--- config.mk ---
export PLATFORM = sky130hd
export DESIGN_NAME = integer_to_ascii_formatter
export DESIGN_NICKNAME = d
export VERILOG_FILES = /design/src/hw/rtl/i2a_pkg.sv /design/src/hw/rtl/integer_to_ascii_formatter.sv /design/src/hw/rtl/i2a_digit_unit.sv
export SDC_FILE = /design/constraint.sdc
export NUM_CORES = 1
export LEC_CHECK = 0
export CAP_MARGIN = 20
export CORE_MARGIN = 4
export CORE_UTILIZATION = 33
export CTS_CLUSTER_DIAMETER = 120
export DETAILED_ROUTE_END_ITERATION = 6
export DONT_BUFFER_PORTS = 1
export GPL_ROUTABILITY_DRIVEN = 0
export PLACE_DENSITY = 0.5
export SYNTH_ARGS = -nofsm -noshare
export SYNTH_HDL_FRONTEND = slang
export SYNTH_SLANG_ARGS = --single-unit
--- constraint.sdc ---
create_clock -name clk -period 6.65 [get_ports clk]
set_clock_uncertainty 0.1 [all_clocks]
set_input_delay 0.3325 -clock clk [delete_from_list [all_inputs] [get_ports clk]]
set_output_delay 0.3325 -clock clk [all_outputs]
set_load 0.01 [all_outputs]
--- src/hw/rtl/i2a_pkg.sv ---
// ---------------------------------------------------------------------------
// i2a_pkg
// Shared constants, types and the digit character table for the integer
// to ASCII formatter.
// ---------------------------------------------------------------------------
package i2a_pkg;

    localparam int MAX_WIDTH     = 64;
    localparam int MAX_PRECISION = 48;
    localparam int OUT_CAP       = 64;

    localparam int VALUE_W = 64;
    localparam int FW_W    = 7;
    localparam int PREC_W  = 6;
    localparam int CHAR_W  = 8;
    localparam int POS_W   = 7;
    localparam int HEAD_W  = 3 * CHAR_W;

    // digit register: one nibble per digit, sized for octal (the longest)
    localparam int NDIG    = (VALUE_W + 2) / 3;
    localparam int DIG_W   = 4 * NDIG;
    localparam int NDIG_W  = $clog2(NDIG + 1);
    localparam int BCD_DIG = 20;
    localparam int STEP_W  = $clog2(VALUE_W);

    localparam int IN_W  = 88;
    localparam int OUT_W = 8;

    localparam logic [1:0] BASE_OCT     = 2'd0;
    localparam logic [1:0] BASE_DEC     = 2'd1;
    localparam logic [1:0] BASE_HEX     = 2'd2;
    localparam logic [1:0] BASE_HEX_ALT = 2'd3;

    localparam logic [CHAR_W-1:0] CH_SPACE = 8'h20;
    localparam logic [CHAR_W-1:0] CH_PLUS  = 8'h2B;
    localparam logic [CHAR_W-1:0] CH_MINUS = 8'h2D;
    localparam logic [CHAR_W-1:0] CH_ZERO  = 8'h30;
    localparam logic [CHAR_W-1:0] CH_X     = 8'h78;
    localparam logic [CHAR_W-1:0] CH_NUL   = 8'h00;

    localparam logic [16*CHAR_W-1:0] DIGIT_TABLE = "0123456789ABCDEF";

    // control from the formatter to the digit unit
    typedef struct packed {
        logic               start;
        logic [1:0]         base;
        logic [VALUE_W-1:0] mag;
        logic               shift;
    } dig_ctl_t;

    // status from the digit unit
    typedef struct packed {
        logic              done;
        logic [NDIG_W-1:0] ndig;
    } dig_stat_t;

    typedef enum logic [2:0] {
        DU_IDLE   = 3'b001,
        DU_DABBLE = 3'b010,
        DU_NORM   = 3'b100
    } du_state_t;

    typedef enum logic [4:0] {
        ST_IDLE  = 5'b00001,
        ST_CONV  = 5'b00010,
        ST_SIZE  = 5'b00100,
        ST_SETUP = 5'b01000,
        ST_EMIT  = 5'b10000
    } fmt_state_t;

    function automatic logic [CHAR_W-1:0] digit_char(input logic [3:0] d);
        logic [3:0] idx;
        idx = 4'd15 - d;
        return DIGIT_TABLE[CHAR_W*idx +: CHAR_W];
    endfunction

endpackage

--- src/hw/rtl/integer_to_ascii_formatter.sv ---
// ---------------------------------------------------------------------------
// integer_to_ascii_formatter
// printf-style integer conversion: one 64-bit integer in, its text out one
// ASCII character per item.
// ---------------------------------------------------------------------------
// Usage:
//   Input channel s_*: one item carries the value and its format (base,
//   signedness, sign/prefix/pad flags, field width, precision). s_tready is
//   high while the block is free; one number is formatted at a time.
//   Output channel m_*: one character per item, m_tlast on the final one.
//   Text = [pad][sign][prefix][zero pad][precision zeros][digits][pad].
// Timing:
//   Octal and hex digits load straight from the magnitude; decimal goes
//   through a bit-serial binary-to-BCD shifter. Leading zero digits are
//   then shifted out one per cycle (up to 21). The states ST_SIZE and
//   ST_SETUP size the fields, then one character per cycle while the
//   receiver takes them.
// Reset clears all control; no item is in flight afterwards.
// A stalled receiver holds the output register and pauses the emitter;
// the next number is accepted as soon as the last character is loaded.
// ---------------------------------------------------------------------------
module integer_to_ascii_formatter
(
    input  logic                     clk,
    input  logic                     rst_n,
    input  logic                     s_tvalid,
    output logic                     s_tready,
    // value[63:0], is_signed[64], base_sel[66:65], left_justify[67],
    // plus_sign[68], space_sign[69], alt_prefix[70], zero_pad[71],
    // min_width[78:72], precision[84:79], zero fill[87:85]
    input  logic [i2a_pkg::IN_W-1:0] s_tdata,
    output logic                     m_tvalid,
    input  logic                     m_tready,
    // text_char[7:0]
    output logic [i2a_pkg::OUT_W-1:0] m_tdata,
    output logic                     m_tlast
);
    import i2a_pkg::*;

    // input field split
    logic [VALUE_W-1:0] in_value;
    logic               in_signed, in_left, in_plus, in_space, in_alt, in_zpad;
    logic [1:0]         in_base;
    logic [FW_W-1:0]    in_fw;
    logic [PREC_W-1:0]  in_prec;

    assign in_value  = s_tdata[63:0];
    assign in_signed = s_tdata[64];
    assign in_base   = s_tdata[66:65];
    assign in_left   = s_tdata[67];
    assign in_plus   = s_tdata[68];
    assign in_space  = s_tdata[69];
    assign in_alt    = s_tdata[70];
    assign in_zpad   = s_tdata[71];
    assign in_fw     = s_tdata[78:72];
    assign in_prec   = s_tdata[84:79];

    fmt_state_t         state_reg, state_next;
    logic [HEAD_W-1:0]  head_reg, head_next;
    logic [1:0]         hl_reg, hl_next;
    logic               left_reg, left_next;
    logic               zpad_reg, zpad_next;
    logic [FW_W-1:0]    fw_reg, fw_next;
    logic [PREC_W-1:0]  prec_reg, prec_next;
    logic [POS_W-1:0]   zeros_reg, zeros_next;
    logic [POS_W-1:0]   body_reg, body_next;
    logic [POS_W-1:0]   b1_reg, b1_next;
    logic [POS_W-1:0]   b2_reg, b2_next;
    logic [POS_W-1:0]   b3_reg, b3_next;
    logic [POS_W-1:0]   b4_reg, b4_next;
    logic [POS_W-1:0]   bend_reg, bend_next;
    logic [POS_W-1:0]   pos_reg, pos_next;
    logic               ovalid_reg, ovalid_next;
    logic [CHAR_W-1:0]  ochar_reg, ochar_next;
    logic               olast_reg, olast_next;

    dig_ctl_t           dctl;
    dig_stat_t          dstat;
    logic [3:0]         top_digit;

    logic               accept;
    logic               neg;
    logic               has_sign;
    logic [CHAR_W-1:0]  sign_ch;
    logic [2*CHAR_W-1:0] pfx;
    logic [1:0]         pfx_len;
    logic [POS_W-1:0]   ndig7;
    logic [POS_W-1:0]   prec7;
    logic [POS_W-1:0]   pad;
    logic               emit_fire;
    logic               in_front, in_head, in_zero, in_dig;
    logic               is_last;
    logic [CHAR_W-1:0]  cur_char;

    assign accept   = s_tvalid && s_tready;
    assign s_tready = (state_reg == ST_IDLE);

    // sign and radix prefix
    assign neg      = in_signed && in_value[VALUE_W-1];
    assign has_sign = in_signed && (in_value[VALUE_W-1] || in_plus || in_space);
    assign sign_ch  = in_value[VALUE_W-1] ? CH_MINUS : (in_plus ? CH_PLUS : CH_SPACE);

    always_comb
    begin
        pfx     = {CH_NUL, CH_NUL};
        pfx_len = 2'd0;
        case (in_base) inside
            BASE_OCT:
            begin
                if (in_alt)
                begin
                    pfx     = {CH_ZERO, CH_NUL};
                    pfx_len = 2'd1;
                end
            end
            BASE_HEX, BASE_HEX_ALT:
            begin
                if (in_alt)
                begin
                    pfx     = {CH_ZERO, CH_X};
                    pfx_len = 2'd2;
                end
            end
            default:
            begin
                pfx_len = 2'd0;
            end
        endcase
    end

    assign dctl.start = accept;
    assign dctl.base  = in_base;
    assign dctl.mag   = neg ? (VALUE_W'(0) - in_value) : in_value;
    assign dctl.shift = emit_fire && in_dig;

    i2a_digit_unit u_digits
    (
        .clk       (clk),
        .rst_n     (rst_n),
        .ctl       (dctl),
        .stat      (dstat),
        .top_digit (top_digit)
    );

    assign ndig7 = POS_W'(dstat.ndig);
    assign prec7 = POS_W'(prec_reg);
    assign pad   = (POS_W'(fw_reg) > body_reg) ? (POS_W'(fw_reg) - body_reg) : '0;

    // character selection by position against segment boundaries
    assign in_front = (pos_reg < b1_reg);
    assign in_head  = !in_front && (pos_reg < b2_reg);
    assign in_zero  = (pos_reg >= b2_reg) && (pos_reg < b3_reg);
    assign in_dig   = (state_reg == ST_EMIT) && (pos_reg >= b3_reg) && (pos_reg < b4_reg);
    assign is_last  = (pos_reg == bend_reg - 1'b1) || (pos_reg == POS_W'(OUT_CAP - 1));

    always_comb
    begin
        if (in_front)
        begin
            cur_char = CH_SPACE;
        end
        else if (in_head)
        begin
            cur_char = head_reg[HEAD_W-1 -: CHAR_W];
        end
        else if (in_zero)
        begin
            cur_char = CH_ZERO;
        end
        else if (pos_reg < b4_reg)
        begin
            cur_char = digit_char(top_digit);
        end
        else
        begin
            cur_char = CH_SPACE;
        end
    end

    assign emit_fire = (state_reg == ST_EMIT) && (!ovalid_reg || m_tready);

    always_comb
    begin
        state_next  = state_reg;
        head_next   = head_reg;
        hl_next     = hl_reg;
        left_next   = left_reg;
        zpad_next   = zpad_reg;
        fw_next     = fw_reg;
        prec_next   = prec_reg;
        zeros_next  = zeros_reg;
        body_next   = body_reg;
        b1_next     = b1_reg;
        b2_next     = b2_reg;
        b3_next     = b3_reg;
        b4_next     = b4_reg;
        bend_next   = bend_reg;
        pos_next    = pos_reg;
        ovalid_next = ovalid_reg && !m_tready;
        ochar_next  = ochar_reg;
        olast_next  = olast_reg;
        unique case (state_reg)
            ST_IDLE:
            begin
                if (accept)
                begin
                    head_next  = has_sign ? {sign_ch, pfx} : {pfx, CH_NUL};
                    hl_next    = {1'b0, has_sign} + pfx_len;
                    left_next  = in_left;
                    zpad_next  = in_zpad;
                    fw_next    = (in_fw > FW_W'(MAX_WIDTH)) ? FW_W'(MAX_WIDTH) : in_fw;
                    prec_next  = (in_prec > PREC_W'(MAX_PRECISION)) ?
                                 PREC_W'(MAX_PRECISION) : in_prec;
                    state_next = ST_CONV;
                end
            end
            ST_CONV:
            begin
                if (dstat.done)
                begin
                    state_next = ST_SIZE;
                end
            end
            ST_SIZE:
            begin
                zeros_next = (prec7 > ndig7) ? (prec7 - ndig7) : '0;
                body_next  = POS_W'(hl_reg) + zeros_next + ndig7;
                state_next = ST_SETUP;
            end
            ST_SETUP:
            begin
                b1_next    = (!left_reg && !zpad_reg) ? pad : '0;
                b2_next    = b1_next + POS_W'(hl_reg);
                b3_next    = b2_next + ((!left_reg && zpad_reg) ? pad : '0) + zeros_reg;
                b4_next    = b3_next + ndig7;
                bend_next  = b4_next + (left_reg ? pad : '0);
                pos_next   = '0;
                state_next = ST_EMIT;
            end
            ST_EMIT:
            begin
                if (emit_fire)
                begin
                    ovalid_next = 1'b1;
                    ochar_next  = cur_char;
                    olast_next  = is_last;
                    pos_next    = pos_reg + 1'b1;
                    if (in_head)
                    begin
                        head_next = {head_reg[HEAD_W-CHAR_W-1:0], CH_NUL};
                    end
                    if (is_last)
                    begin
                        state_next = ST_IDLE;
                    end
                end
            end
            default:
            begin
                state_next = ST_IDLE;
            end
        endcase
    end

    always_ff @(posedge clk or negedge rst_n)
    begin
        if (!rst_n)
        begin
            state_reg  <= ST_IDLE;
            ovalid_reg <= 1'b0;
            pos_reg    <= '0;
        end
        else
        begin
            state_reg  <= state_next;
            ovalid_reg <= ovalid_next;
            pos_reg    <= pos_next;
        end
    end

    always_ff @(posedge clk)
    begin
        head_reg  <= head_next;
        hl_reg    <= hl_next;
        left_reg  <= left_next;
        zpad_reg  <= zpad_next;
        fw_reg    <= fw_next;
        prec_reg  <= prec_next;
        zeros_reg <= zeros_next;
        body_reg  <= body_next;
        b1_reg    <= b1_next;
        b2_reg    <= b2_next;
        b3_reg    <= b3_next;
        b4_reg    <= b4_next;
        bend_reg  <= bend_next;
        ochar_reg <= ochar_next;
        olast_reg <= olast_next;
    end

    assign m_tvalid = ovalid_reg;
    assign m_tdata  = ochar_reg;
    assign m_tlast  = olast_reg;

    // an accepted number starts the digit unit
    a_accept_conv: assert property (@(posedge clk) disable iff (!rst_n)
        accept |=> (state_reg == ST_CONV))
        else $error("accepted item did not enter conversion");

    // digit unit finishes only while the formatter waits for it
    a_done_in_conv: assert property (@(posedge clk) disable iff (!rst_n)
        dstat.done |-> (state_reg == ST_CONV))
        else $error("digit unit done outside conversion");

    // emission never runs past the character cap
    a_pos_cap: assert property (@(posedge clk) disable iff (!rst_n)
        (state_reg == ST_EMIT) |-> (pos_reg < POS_W'(OUT_CAP)))
        else $error("emit position beyond cap");

    // every number produces at least one character
    a_nonempty: assert property (@(posedge clk) disable iff (!rst_n)
        (state_reg == ST_EMIT) |-> (bend_reg != '0))
        else $error("empty text");

    // the final character is presented with tlast and the block frees up
    a_last_idle: assert property (@(posedge clk) disable iff (!rst_n)
        (emit_fire && is_last) |=> (state_reg == ST_IDLE && m_tvalid && m_tlast))
        else $error("last character not flagged");

endmodule

--- src/hw/rtl/i2a_digit_unit.sv ---
// ---------------------------------------------------------------------------
// i2a_digit_unit
// Turns a magnitude into a nibble-per-digit shift register, most
// significant digit on top, and counts the significant digits.
// ---------------------------------------------------------------------------
module i2a_digit_unit
(
    input  logic              clk,
    input  logic              rst_n,
    input  i2a_pkg::dig_ctl_t ctl,
    output i2a_pkg::dig_stat_t stat,
    output logic [3:0]        top_digit
);
    import i2a_pkg::*;

    du_state_t           state_reg, state_next;
    logic [VALUE_W-1:0]  mag_reg, mag_next;
    logic [DIG_W-1:0]    dig_reg, dig_next;
    logic [DIG_W-1:0]    adj;
    logic [NDIG_W-1:0]   ndig_reg, ndig_next;
    logic [STEP_W-1:0]   step_reg, step_next;
    logic                done;

    // octal digits are 3-bit groups widened to nibbles
    function automatic logic [DIG_W-1:0] oct_spread(input logic [VALUE_W-1:0] v);
        logic [3*NDIG-1:0] ext;
        logic [DIG_W-1:0]  r;
        ext = {{(3*NDIG-VALUE_W){1'b0}}, v};
        r   = '0;
        for (int i = 0; i < NDIG; i++)
        begin
            r[4*i +: 4] = {1'b0, ext[3*i +: 3]};
        end
        return r;
    endfunction

    // double dabble: add 3 to every BCD digit of 5 or more
    always_comb
    begin
        adj = dig_reg;
        for (int i = 0; i < BCD_DIG; i++)
        begin
            if (dig_reg[4*i +: 4] >= 4'd5)
            begin
                adj[4*i +: 4] = dig_reg[4*i +: 4] + 4'd3;
            end
        end
    end

    always_comb
    begin
        state_next = state_reg;
        mag_next   = mag_reg;
        dig_next   = dig_reg;
        ndig_next  = ndig_reg;
        step_next  = step_reg;
        done       = 1'b0;
        unique case (state_reg)
            DU_IDLE:
            begin
                if (ctl.start)
                begin
                    mag_next  = ctl.mag;
                    ndig_next = NDIG_W'(NDIG);
                    step_next = '0;
                    case (ctl.base) inside
                        BASE_OCT:
                        begin
                            dig_next   = oct_spread(ctl.mag);
                            state_next = DU_NORM;
                        end
                        BASE_DEC:
                        begin
                            dig_next   = '0;
                            state_next = DU_DABBLE;
                        end
                        default:
                        begin
                            dig_next   = {{(DIG_W-VALUE_W){1'b0}}, ctl.mag};
                            state_next = DU_NORM;
                        end
                    endcase
                end
                else if (ctl.shift)
                begin
                    dig_next = {dig_reg[DIG_W-5:0], 4'd0};
                end
            end
            DU_DABBLE:
            begin
                dig_next  = {adj[DIG_W-2:0], mag_reg[VALUE_W-1]};
                mag_next  = {mag_reg[VALUE_W-2:0], 1'b0};
                step_next = step_reg + 1'b1;
                if (step_reg == STEP_W'(VALUE_W - 1))
                begin
                    state_next = DU_NORM;
                end
            end
            DU_NORM:
            begin
                // drop leading zero digits, keep at least one
                if (dig_reg[DIG_W-1 -: 4] == 4'd0 && ndig_reg > NDIG_W'(1))
                begin
                    dig_next  = {dig_reg[DIG_W-5:0], 4'd0};
                    ndig_next = ndig_reg - 1'b1;
                end
                else
                begin
                    done       = 1'b1;
                    state_next = DU_IDLE;
                end
            end
            default:
            begin
                state_next = DU_IDLE;
            end
        endcase
    end

    always_ff @(posedge clk or negedge rst_n)
    begin
        if (!rst_n)
        begin
            state_reg <= DU_IDLE;
            step_reg  <= '0;
        end
        else
        begin
            state_reg <= state_next;
            step_reg  <= step_next;
        end
    end

    always_ff @(posedge clk)
    begin
        mag_reg  <= mag_next;
        dig_reg  <= dig_next;
        ndig_reg <= ndig_next;
    end

    assign stat.done = done;
    assign stat.ndig = ndig_reg;
    assign top_digit = dig_reg[DIG_W-1 -: 4];

endmodule

==> impl_metrics.py, run 1 <==
metrics = {
    "pwr": {
        "p_total_mw": 7.63,
        "power_density_mw_per_mm2": 397,
        "p_int_mw": 4.77,
        "power_frac_comb": 0.376,
        "swShare": 0.375,
        "power_leakage_nw": 7.38,
        "max-vdd-ir-drop_uv": 173,
        "p_sw_mw": 2.86,
        "power_frac_seq": 0.398,
        "pwr-share-clk": 0.226,
    },
    "yosys": {
        "synth_area_leader_cell": "edfxtp_1",
        "syn_area_per_cell_sq_um": 9.79,
        "yosys.area.top_type_share": 0.421,
        "synth_ff_type": "edfxtp_1",
        "synth-edff-count": 241,
        "ys_async_sr_fraction": 0.0837,
        "ys_seq_area_frac": 0.454,
        "synth-seq-cells": 263,
        "synthesis.nets": 1975,
        "synthTopCellsByArea": "edfxtp_1 (42%), ha_1 (8.2%), a21oi_1 (5.1%), xnor2_1 (4.4%), nor2_1 (4.0%)",
        "synthCells": 1755,
        "syn_area_sq_mm": 0.0172,
        "yosysWarnings": 0,
        "synth_cell_types": 73,
    },
    "timing": {
        "setup_violations": 0,
        "fmax_mhz": 166,
        "rsz0062_at_grt": "no",
        "slew_headroom": 0.310,
        "tightest_slew_ns": 1.03,
        "period_minus_slack_ns": 6.03,
        "maxSlewViolCount": 0,
        "fin_crit_sh": 0.907,
        "setup_tns_ns": 0,
        "hold_viol_final": 0,
    },
    "route": {
        "wl_mm": 47.9,
        "met2_length_mm": 21.4,
        "drt_iter0_drc": 909,
        "wl_per_cell_microns": 19.4,
        "vias": 13062,
        "ant_nets": 0,
        "first_pass_iters": 5,
        "wl_met1_mm": 22.2,
        "wl_met3_mm": 3.20,
        "top_layer": "met4",
        "drc": 0,
        "avgViaCountPerCell": 5.29,
    },
    "worst_setup_path": {
        "crit_type": "register to register",
        "r2r-end": "bend_reg[6]",
        "cp_slowest_stage_delay_ns": 0.51,
        "regToRegSetupSlack_ns": 0.62,
        "path_max_fanout": 7,
        "rr_worst_depth": 26,
        "crit_end": "bend_reg[6]",
        "cp.arrival_ns": 6.22,
        "crit_top_cell": "inv_1",
        "cp-start-kind": "register",
        "end_kind": "register",
        "critPathLaunch": "fw_reg[4]",
        "crit_required_ns": 6.84,
        "slowest_stage": "fa_1",
        "r2r-start": "fw_reg[4]",
    },
    "cells_and_area": {
        "layout_common_cells": "edfxtp_1 (241), nor2_1 (184), a21oi_1 (175), inv_1 (143), nand2_1 (127)",
        "diodes": 0,
        "area_growth_pct": 11.9,
        "final_net_count": 1989,
        "num-fill-cells": 5159,
        "final_common_cell": "edfxtp_1",
        "final_layout_size_suffix_gt1_frac": 0.0519,
        "largest_reg_flops": 88,
    },
    "cts": {
        "cts.sinks": 263,
        "clock_latency_ns": 0.54,
        "cts_inserted_buffers": 34,
        "cts_root_buffer": "clkbuf_16",
        "path_clk_slew_ns": 0.06,
        "cts_tree": "done",
        "htree_levels": 2,
        "cts_setup_buffers": 0,
        "cts_buffer_depth": 3,
    },
    "floorplanning": {
        "placement_rows": 83,
        "die_x_microns": 236,
        "start_util": 0.334,
        "io_pins": 103,
        "dieArea_sq_mm": 0.0558,
        "die_h_microns": 236,
        "coreArea_sq_mm": 0.0514,
    },
    "min_path": {
        "hp-class": "input pin to register",
        "hold_depth": 2,
    },
    "global_route": {
        "grt_max_degree": 79,
        "grt_usage": 0.166,
        "grt-ovfl-total": 0,
        "grt_pass1_vias": 12697,
        "antenna_found_initial": 0,
        "grt_pass1_wl_mm": 73.8,
    },
    "place": {
        "dp_hpwl_mm": 33.6,
        "place.port_buffers": 0,
    },
    "status": {
        "outcome": "completed",
    },
    "flow_run": {
        "cap_violations": 0,
    },
}
[worst min-delay path by stage]
stage	start	end	slack (ns)
after global placement	rst_n	pos_reg[3]	-0.06
final	s_tdata[39]	u_digits.mag_reg[39]	0.04
after global routing	s_tdata[39]	u_digits.mag_reg[39]	0.02
after detailed placement	rst_n	pos_reg[2]	-0.06
after CTS	s_tdata[66]	u_digits.dig_reg[12]	0.01
after floorplan	rst_n	m_tvalid	-0.06
[layout make-up]
| cell class | count | area (sq um) | area share |
|---|---|---|---|
| inverter | 145 | 544 | 0.0283 |
| multi-input combinational | 1283 | 8640 | 0.450 |
| clock inverter | 17 | 105 | 0.00547 |
| clock buffer | 41 | 898 | 0.0467 |
| tap | 680 | 851 | 0.0443 |
| timing repair buffer | 42 | 390 | 0.0203 |
| sequential | 263 | 7790 | 0.405 |
[critical path: cells and delay by family, from the launching register on]
family	cells	cell delay, ns
flops	1	0.37
simple gates	4	0.44
compound gates	6	1.12
buf+inv	5	0.42
xor+xnor	4	0.72
fa+ha+maj	7	2.65
[power groups by stage]
stage                     Combinational, mW  Sequential (mW)  Clock, mW
after floorplan                        2.21             2.94          0
after global placement                 2.80             3.05          0
after detailed placement               2.86             3.06          0
after CTS                              2.90             3.03       1.78
after global routing                   3.26             3.10       1.85
final                                  2.87             3.03       1.72
[kinds of logic after synthesis]
kind of cell	synth area share
AOI/OAI and AO/OA	0.178
and+or+nand+nor	0.153
adders and majority gates	0.0998
other	0.000218
xor gates and xnor gates	0.0658
DFF	0.454
muxes	0.00313
buffers and inverters	0.0464
[cell usage after synthesis (all sizes together) (6+ instances only)]
master,count
edfxtp,241
nor2,185
a21oi,175
inv,144
nand2,129
o21ai,116
ha,113
xnor2,86
clkbuf,52
xor2,43
o221ai,41
a22oi,39
nand2b,39
nor3b,36
nor3,29
nor2b,22
dfrtp,20
a21o,17
fa,15
and2,14
o31ai,14
buf,12
nand3,12
nor4,12
or3,12
and3,11
a221o,10
a22o,8
a31oi,8
or2,8
nand3b,7
nand4,7
a222oi,6
o21bai,6
or4,6
[through the flow]
step	hold WS (ns)	setup WS, ns	cell area, sq um	util	instances
floorplan	-0.0631	1.13	17200	-	1755
global placement	-0.0620	0.608	17900	0.349	2387
detailed placement	-0.0620	0.484	17900	0.349	2387
CTS	0.0103	0.448	19200	0.374	2471
global route	0.0239	0.0284	19200	0.374	2471
finish	0.0403	0.621	19200	0.374	2471
[what timing repair did]
item                                    4_1_cts  5_1_grt
gates resized for setup                       0        3
endpoints found under the hold margin        51        0
hold buffers                                 26        0
endpoints found under the setup margin        0        1
[per-layer routing]
layer / up-vias / global-route usage
met2: 310 / 0.261
met1: 6294 / 0.231
li1: 6393 / -
met4: 0 / 0.0439
met5: - / 0
met3: 65 / 0.0400
Note: power is estimated with default switching activity, not from simulation.
==> run 2, diff against run 1 <==
- PLACE_DENSITY: 0.5 -> 0.49
- clock period: 6.65 -> 5.7 ns (I/O delays scaled with it)
==> run 2 against run 1 <==
Compared with the run above: cell area rose by 4.5%; worst hold slack got worse by 0.017 ns; highest routed layer unchanged; final cell count rose by 2.9%; critical path depth did not move; maximum frequency rose by 7.7%.
==> impl_metrics.py, run 2 (synthesis gave the netlist of run 1 again) <==
metrics = {
    "status": {
        "outcome": "completed",
    },
    "cells_and_area": {
        "final_common_cell": "edfxtp_1",
        "fin_cells": 2543,
        "multi_input_area_sq_mm": 0.00888,
        "area_growth_pct": 17.0,
        "diodes": 0,
        "final_net_count": 2059,
        "layout_common_cells": "edfxtp_1 (241), nor2_1 (180), a21oi_1 (170), inv_1 (138), nand2_1 (126)",
        "largest_reg_flops": 88,
        "register_area_sq_mm": 0.00779,
        "num-fill-cells": 5109,
        "final_layout_size_suffix_gt1_frac": 0.0950,
    },
    "cts": {
        "cts_inserted_buffers": 31,
        "cts.sinks": 263,
        "htree_levels": 1,
        "cts_tree": "done",
        "cts_root_buffer": "clkbuf_16",
        "cts_buffer_depth": 3,
        "path_clk_slew_ns": 0.06,
        "clock_latency_ns": 0.57,
    },
    "timing": {
        "setup_tns_ns": 0,
        "period_minus_slack_ns": 5.60,
        "slew_headroom": 0.308,
        "fin_crit_sh": 0.982,
        "fin_ws_ns": 0.101,
        "whs_ns": 0.0237,
        "hold_viol_final": 0,
        "fmax_mhz": 179,
        "maxSlewViolCount": 0,
        "rsz0062_at_grt": "yes",
        "tightest_slew_ns": 1.03,
        "setup_violations": 0,
    },
    "pwr": {
        "swShare": 0.371,
        "power_frac_seq": 0.380,
        "p_sw_mw": 3.46,
        "power_density_mw_per_mm2": 463,
        "power_frac_comb": 0.409,
        "max-vdd-ir-drop_uv": 299,
        "power_leakage_nw": 7.76,
        "p_int_mw": 5.85,
        "pwr-share-clk": 0.211,
    },
    "global_route": {
        "grt_max_degree": 95,
        "grt_pass1_vias": 13172,
        "antenna_found_initial": 0,
        "grt_usage": 0.168,
        "grt_pass1_wl_mm": 75.9,
        "grt-ovfl-total": 0,
    },
    "route": {
        "drt_iter0_drc": 1076,
        "wl_mm": 48.8,
        "drc": 0,
        "vias": 13498,
        "wl_per_cell_microns": 19.2,
        "ant_nets": 0,
        "first_pass_iters": 5,
        "avgViaCountPerCell": 5.31,
    },
    "worst_setup_path": {
        "critPathLaunch": "fw_reg[6]",
        "cp-start-kind": "register",
        "regToRegSetupSlack_ns": 0.10,
        "rr_worst_depth": 26,
        "r2r-end": "bend_reg[6]",
        "crit_required_ns": 5.92,
        "cp.arrival_ns": 5.81,
        "end_kind": "register",
        "crit_type": "register to register",
        "r2r-start": "fw_reg[6]",
        "path_max_fanout": 4,
    },
    "floorplanning": {
        "placement_rows": 83,
        "io_pins": 103,
        "die_h_microns": 236,
        "start_util": 0.334,
        "die_x_microns": 236,
        "coreArea_sq_mm": 0.0514,
        "dieArea_sq_mm": 0.0558,
    },
    "place": {
        "place.port_buffers": 0,
        "dpl_worst_slack_ns": -0.149,
        "dp_hpwl_mm": 33.9,
        "placedCellCount": 2415,
    },
    "min_path": {
        "holdPathEnd": "u_digits.dig_reg[63]",
        "hp-class": "input pin to register",
        "hp-start": "s_tdata[63]",
        "hold_depth": 2,
    },
    "flow_run": {
        "cap_violations": 0,
    },
}
## run 2: cell count changes in the layout (fill, tap and decap cells not counted), moves of 5 or more
cell / previous run / this run
buf_4: 16 / 57
ha_4: 0 / 7
inv_2: 1 / 6
inv_1: 143 / 138
dlygate4sd3_1: 25 / 54
a21oi_1: 175 / 170
clkinv_1: 11 / 4
ha_1: 113 / 105
## run 2: worst max-delay path: stages, from the launching register on
cell and delay (ns):
edfxtp_1 0.42, ha_4 0.31, and4_4 0.23, a21boi_4 0.19, o21ai_4 0.10, inv_2 0.10
nand2_4 0.06, nor2_4 0.14, ha_4 0.15, inv_2 0.04, fa_2 0.52, inv_2 0.04
fa_1 0.51, ha_4 0.20, fa_2 0.61, ha_4 0.23, a21oi_2 0.18, o21bai_4 0.09
buf_4 0.14, buf_4 0.12, buf_4 0.12, buf_4 0.12, buf_4 0.12, a21o_1 0.17
nand2_1 0.08, xnor2_1 0.17, xnor2_1 0.09
## run 2: worst max path at each step
stage                  end  slack, ns
2_1_floorplan  bend_reg[6]       0.18
3_3_place_gp   bend_reg[6]      -0.03
3_5_place_dp   bend_reg[6]      -0.15
4_1_cts        bend_reg[6]      0.002
5_1_grt        bend_reg[6]      -0.10
6_report       bend_reg[6]       0.10
## run 2: what timing repair did
| action | in CTS | in global routing |
|---|---|---|
| gates resized for setup | 11 | 39 |
| setup endpoints to repair | 1 | 4 |
| hold endpoints to repair | 104 | 0 |
| hold buffers | 55 | 0 |
| setup buffers | 5 | 9 |
| pin swaps | 4 | 22 |
## run 2: through the flow
stage | area (sq um) | util | total power [mW]
2_1_floorplan | 17200 | - | 6.01
3_3_place_gp | 18200 | 0.353 | 6.98
3_5_place_dp | 18200 | 0.353 | 7.04
4_1_cts | 19800 | 0.385 | 9.17
5_1_grt | 20100 | 0.391 | 10.0
6_report | 20100 | 0.391 | 9.30
## run 2: power by group through the flow
stage	sequential (mW)	combinational [mW]	clock (mW)
2_1_floorplan	3.43	2.58	0
3_3_place_gp	3.56	3.43	0
3_5_place_dp	3.57	3.47	0
6_report	3.54	3.80	1.96
5_1_grt	3.62	4.31	2.10
4_1_cts	3.53	3.62	2.02
## run 2: layout make-up
class	instances	share of cell area
Multi-Input combinational cell	1283	0.442
Sequential cell	263	0.388
Timing Repair Buffer	115	0.0517
Tap cell	680	0.0423
Clock buffer	41	0.0420
Inverter	145	0.0271
Clock inverter	16	0.00716
## run 2: per-layer routing
metal	GRT usage	part of all wire
met1	0.238	0.47
met2	0.274	0.46
met4	0.0333	0.018
met3	0.0286	0.051
met5	0	0
==> run 3, diff against run 2 <==
- CORE_MARGIN: 4 -> not set
==> run 3 against run 2 <==
Compared with the run above: worst hold slack improved by 0.00097 ns; combinational power decreased by 3%; routed wire length decreased by 0.74%; global-route usage increased by 1.5 points; core utilization decreased by 0.33 points; via count decreased by 1.3%; cell area decreased by 0.84%; register-to-register slack improved by 0.05 ns; worst setup slack improved by 0.047 ns; sequential share of layout area increased by 0.33 points; final cell count decreased by 0.87%; total power increased by 0.93%; largest cell class unchanged; largest power group unchanged; highest routed layer unchanged.
==> impl_metrics.py, run 3 (synthesis gave the netlist of run 1 again) <==
metrics = {
    "timing": {
        "hold_viol_final": 0,
        "slew_headroom": 0.339,
        "rsz0062_at_grt": "yes",
        "maxSlewViolCount": 0,
        "fmax_mhz": 180,
        "setup_violations": 0,
        "period_minus_slack_ns": 5.55,
        "fin_crit_sh": 0.974,
        "fin_ws_ns": 0.149,
        "tightest_slew_ns": 0.983,
    },
    "cells_and_area": {
        "final_common_cell": "edfxtp_1",
        "largest_reg_flops": 88,
        "area_growth_pct": 16.0,
        "final_net_count": 2036,
        "fin_cells": 2521,
        "final_layout_size_suffix_gt1_frac": 0.0956,
        "diodes": 0,
        "num-fill-cells": 5079,
        "layout_common_cells": "edfxtp_1 (241), nor2_1 (183), a21oi_1 (170), inv_1 (138), nand2_1 (126)",
    },
    "pwr": {
        "max-vdd-ir-drop_uv": 312,
        "power_leakage_nw": 7.67,
        "power_density_mw_per_mm2": 471,
    },
    "worst_setup_path": {
        "crit_required_ns": 5.89,
        "end_kind": "register",
        "cp_slowest_stage_delay_ns": 0.60,
        "crit_type": "register to register",
        "path_max_fanout": 3,
        "cp.arrival_ns": 5.74,
        "path_delay_family": "adder cells",
        "regToRegSetupSlack_ns": 0.15,
        "slowest_stage": "fa_2",
        "cp-start-kind": "register",
        "cp.buffers_inverters": 4,
    },
    "floorplanning": {
        "start_util": 0.334,
        "die_h_microns": 230,
        "die_x_microns": 230,
        "coreArea_sq_mm": 0.0514,
        "dieArea_sq_mm": 0.0530,
        "io_pins": 103,
        "placement_rows": 83,
    },
    "route": {
        "drt_iter0_drc": 943,
        "vias": 13324,
        "wl_per_cell_microns": 19.2,
        "ant_nets": 0,
        "avgViaCountPerCell": 5.29,
        "drc": 0,
        "wl_mm": 48.5,
        "first_pass_iters": 6,
    },
    "place": {
        "placedCellCount": 2421,
        "dp_hpwl_mm": 33.8,
        "place.port_buffers": 0,
        "dpl_worst_slack_ns": -0.0891,
    },
    "min_path": {
        "hp-class": "input pin to register",
    },
    "cts": {
        "cts_buffer_depth": 3,
        "cts_tree": "done",
        "clock_latency_ns": 0.55,
        "cts.sinks": 263,
        "cts_root_buffer": "clkbuf_16",
        "cts_inserted_buffers": 36,
        "path_clk_slew_ns": 0.05,
        "htree_levels": 2,
    },
    "global_route": {
        "grt_pass1_wl_mm": 75.8,
        "grt-ovfl-total": 0,
        "antenna_found_initial": 0,
        "grt_pass1_vias": 12986,
        "grt_usage": 0.183,
        "grt_max_degree": 92,
    },
    "status": {
        "outcome": "completed",
    },
    "flow_run": {
        "cap_violations": 0,
    },
}
==> run 3: layout make-up <==
cell class,instances,area (sq um),share of cell area
repair buffers,87,742,0.0372
clock inverters,18,146,0.00735
multi-input cells,1283,8890,0.446
clock buffers,45,956,0.0480
inverters,145,544,0.0273
well taps,680,851,0.0427
flip-flops and latches,263,7790,0.391
==> run 3: metal layers <==
layer,up-vias,share of wire,global-route usage
met2,314,0.45,0.285
met5,-,0,0
met4,0,0.020,0.0497
li1,6492,-,-
met1,6463,0.47,0.253
met3,55,0.062,0.0437
==> run 3: worst paths after layout <==
| kind | start | endpoint | cells past startpoint |
|---|---|---|---|
| setup / recovery | fw_reg[5] | bend_reg[6] | 25 |
| hold reg to reg | u_digits.step_reg[5] | u_digits.step_reg[5] | 1 |
| min in group asynchronous | rst_n | state_reg[2] | 2 |
| setup reg to reg | fw_reg[5] | bend_reg[6] | 25 |
| hold / removal | s_tdata[16] | u_digits.dig_reg[16] | 2 |
| max in group asynchronous | rst_n | state_reg[0] | 2 |
==> run 3: metrics by stage <==
stage	instance area (sq um)	hold slack (ns)	TNS (ns)	utilization	power, mW
2_1_floorplan	17200	-0.111	0	-	6.01
3_3_place_gp	18200	-0.110	-0.0647	0.354	6.96
3_5_place_dp	18200	-0.110	-0.0891	0.354	7.01
4_1_cts	19600	0.00179	0	0.382	9.28
5_1_grt	19900	0.0198	-0.0959	0.388	10.1
6_report	19900	0.0247	0	0.388	9.39
==> run 3: timing repair <==
item | in CTS | in global routing
pin swaps | 4 | 20
setup buffers | 1 | 5
endpoints found under the setup margin | 1 | 3
endpoints found under the hold margin | 59 | 0
resized for setup | 4 | 46
hold buffers | 30 | 0
==> run 3: power breakdown <==
part,leakage [nW],internal (mW),total (mW),switching (mW)
clock,0.535,1.28,2.17,0.891
sequential,2.55,3.02,3.55,0.532
combinational,4.59,1.61,3.67,2.06
total,7.67,5.91,9.39,3.48
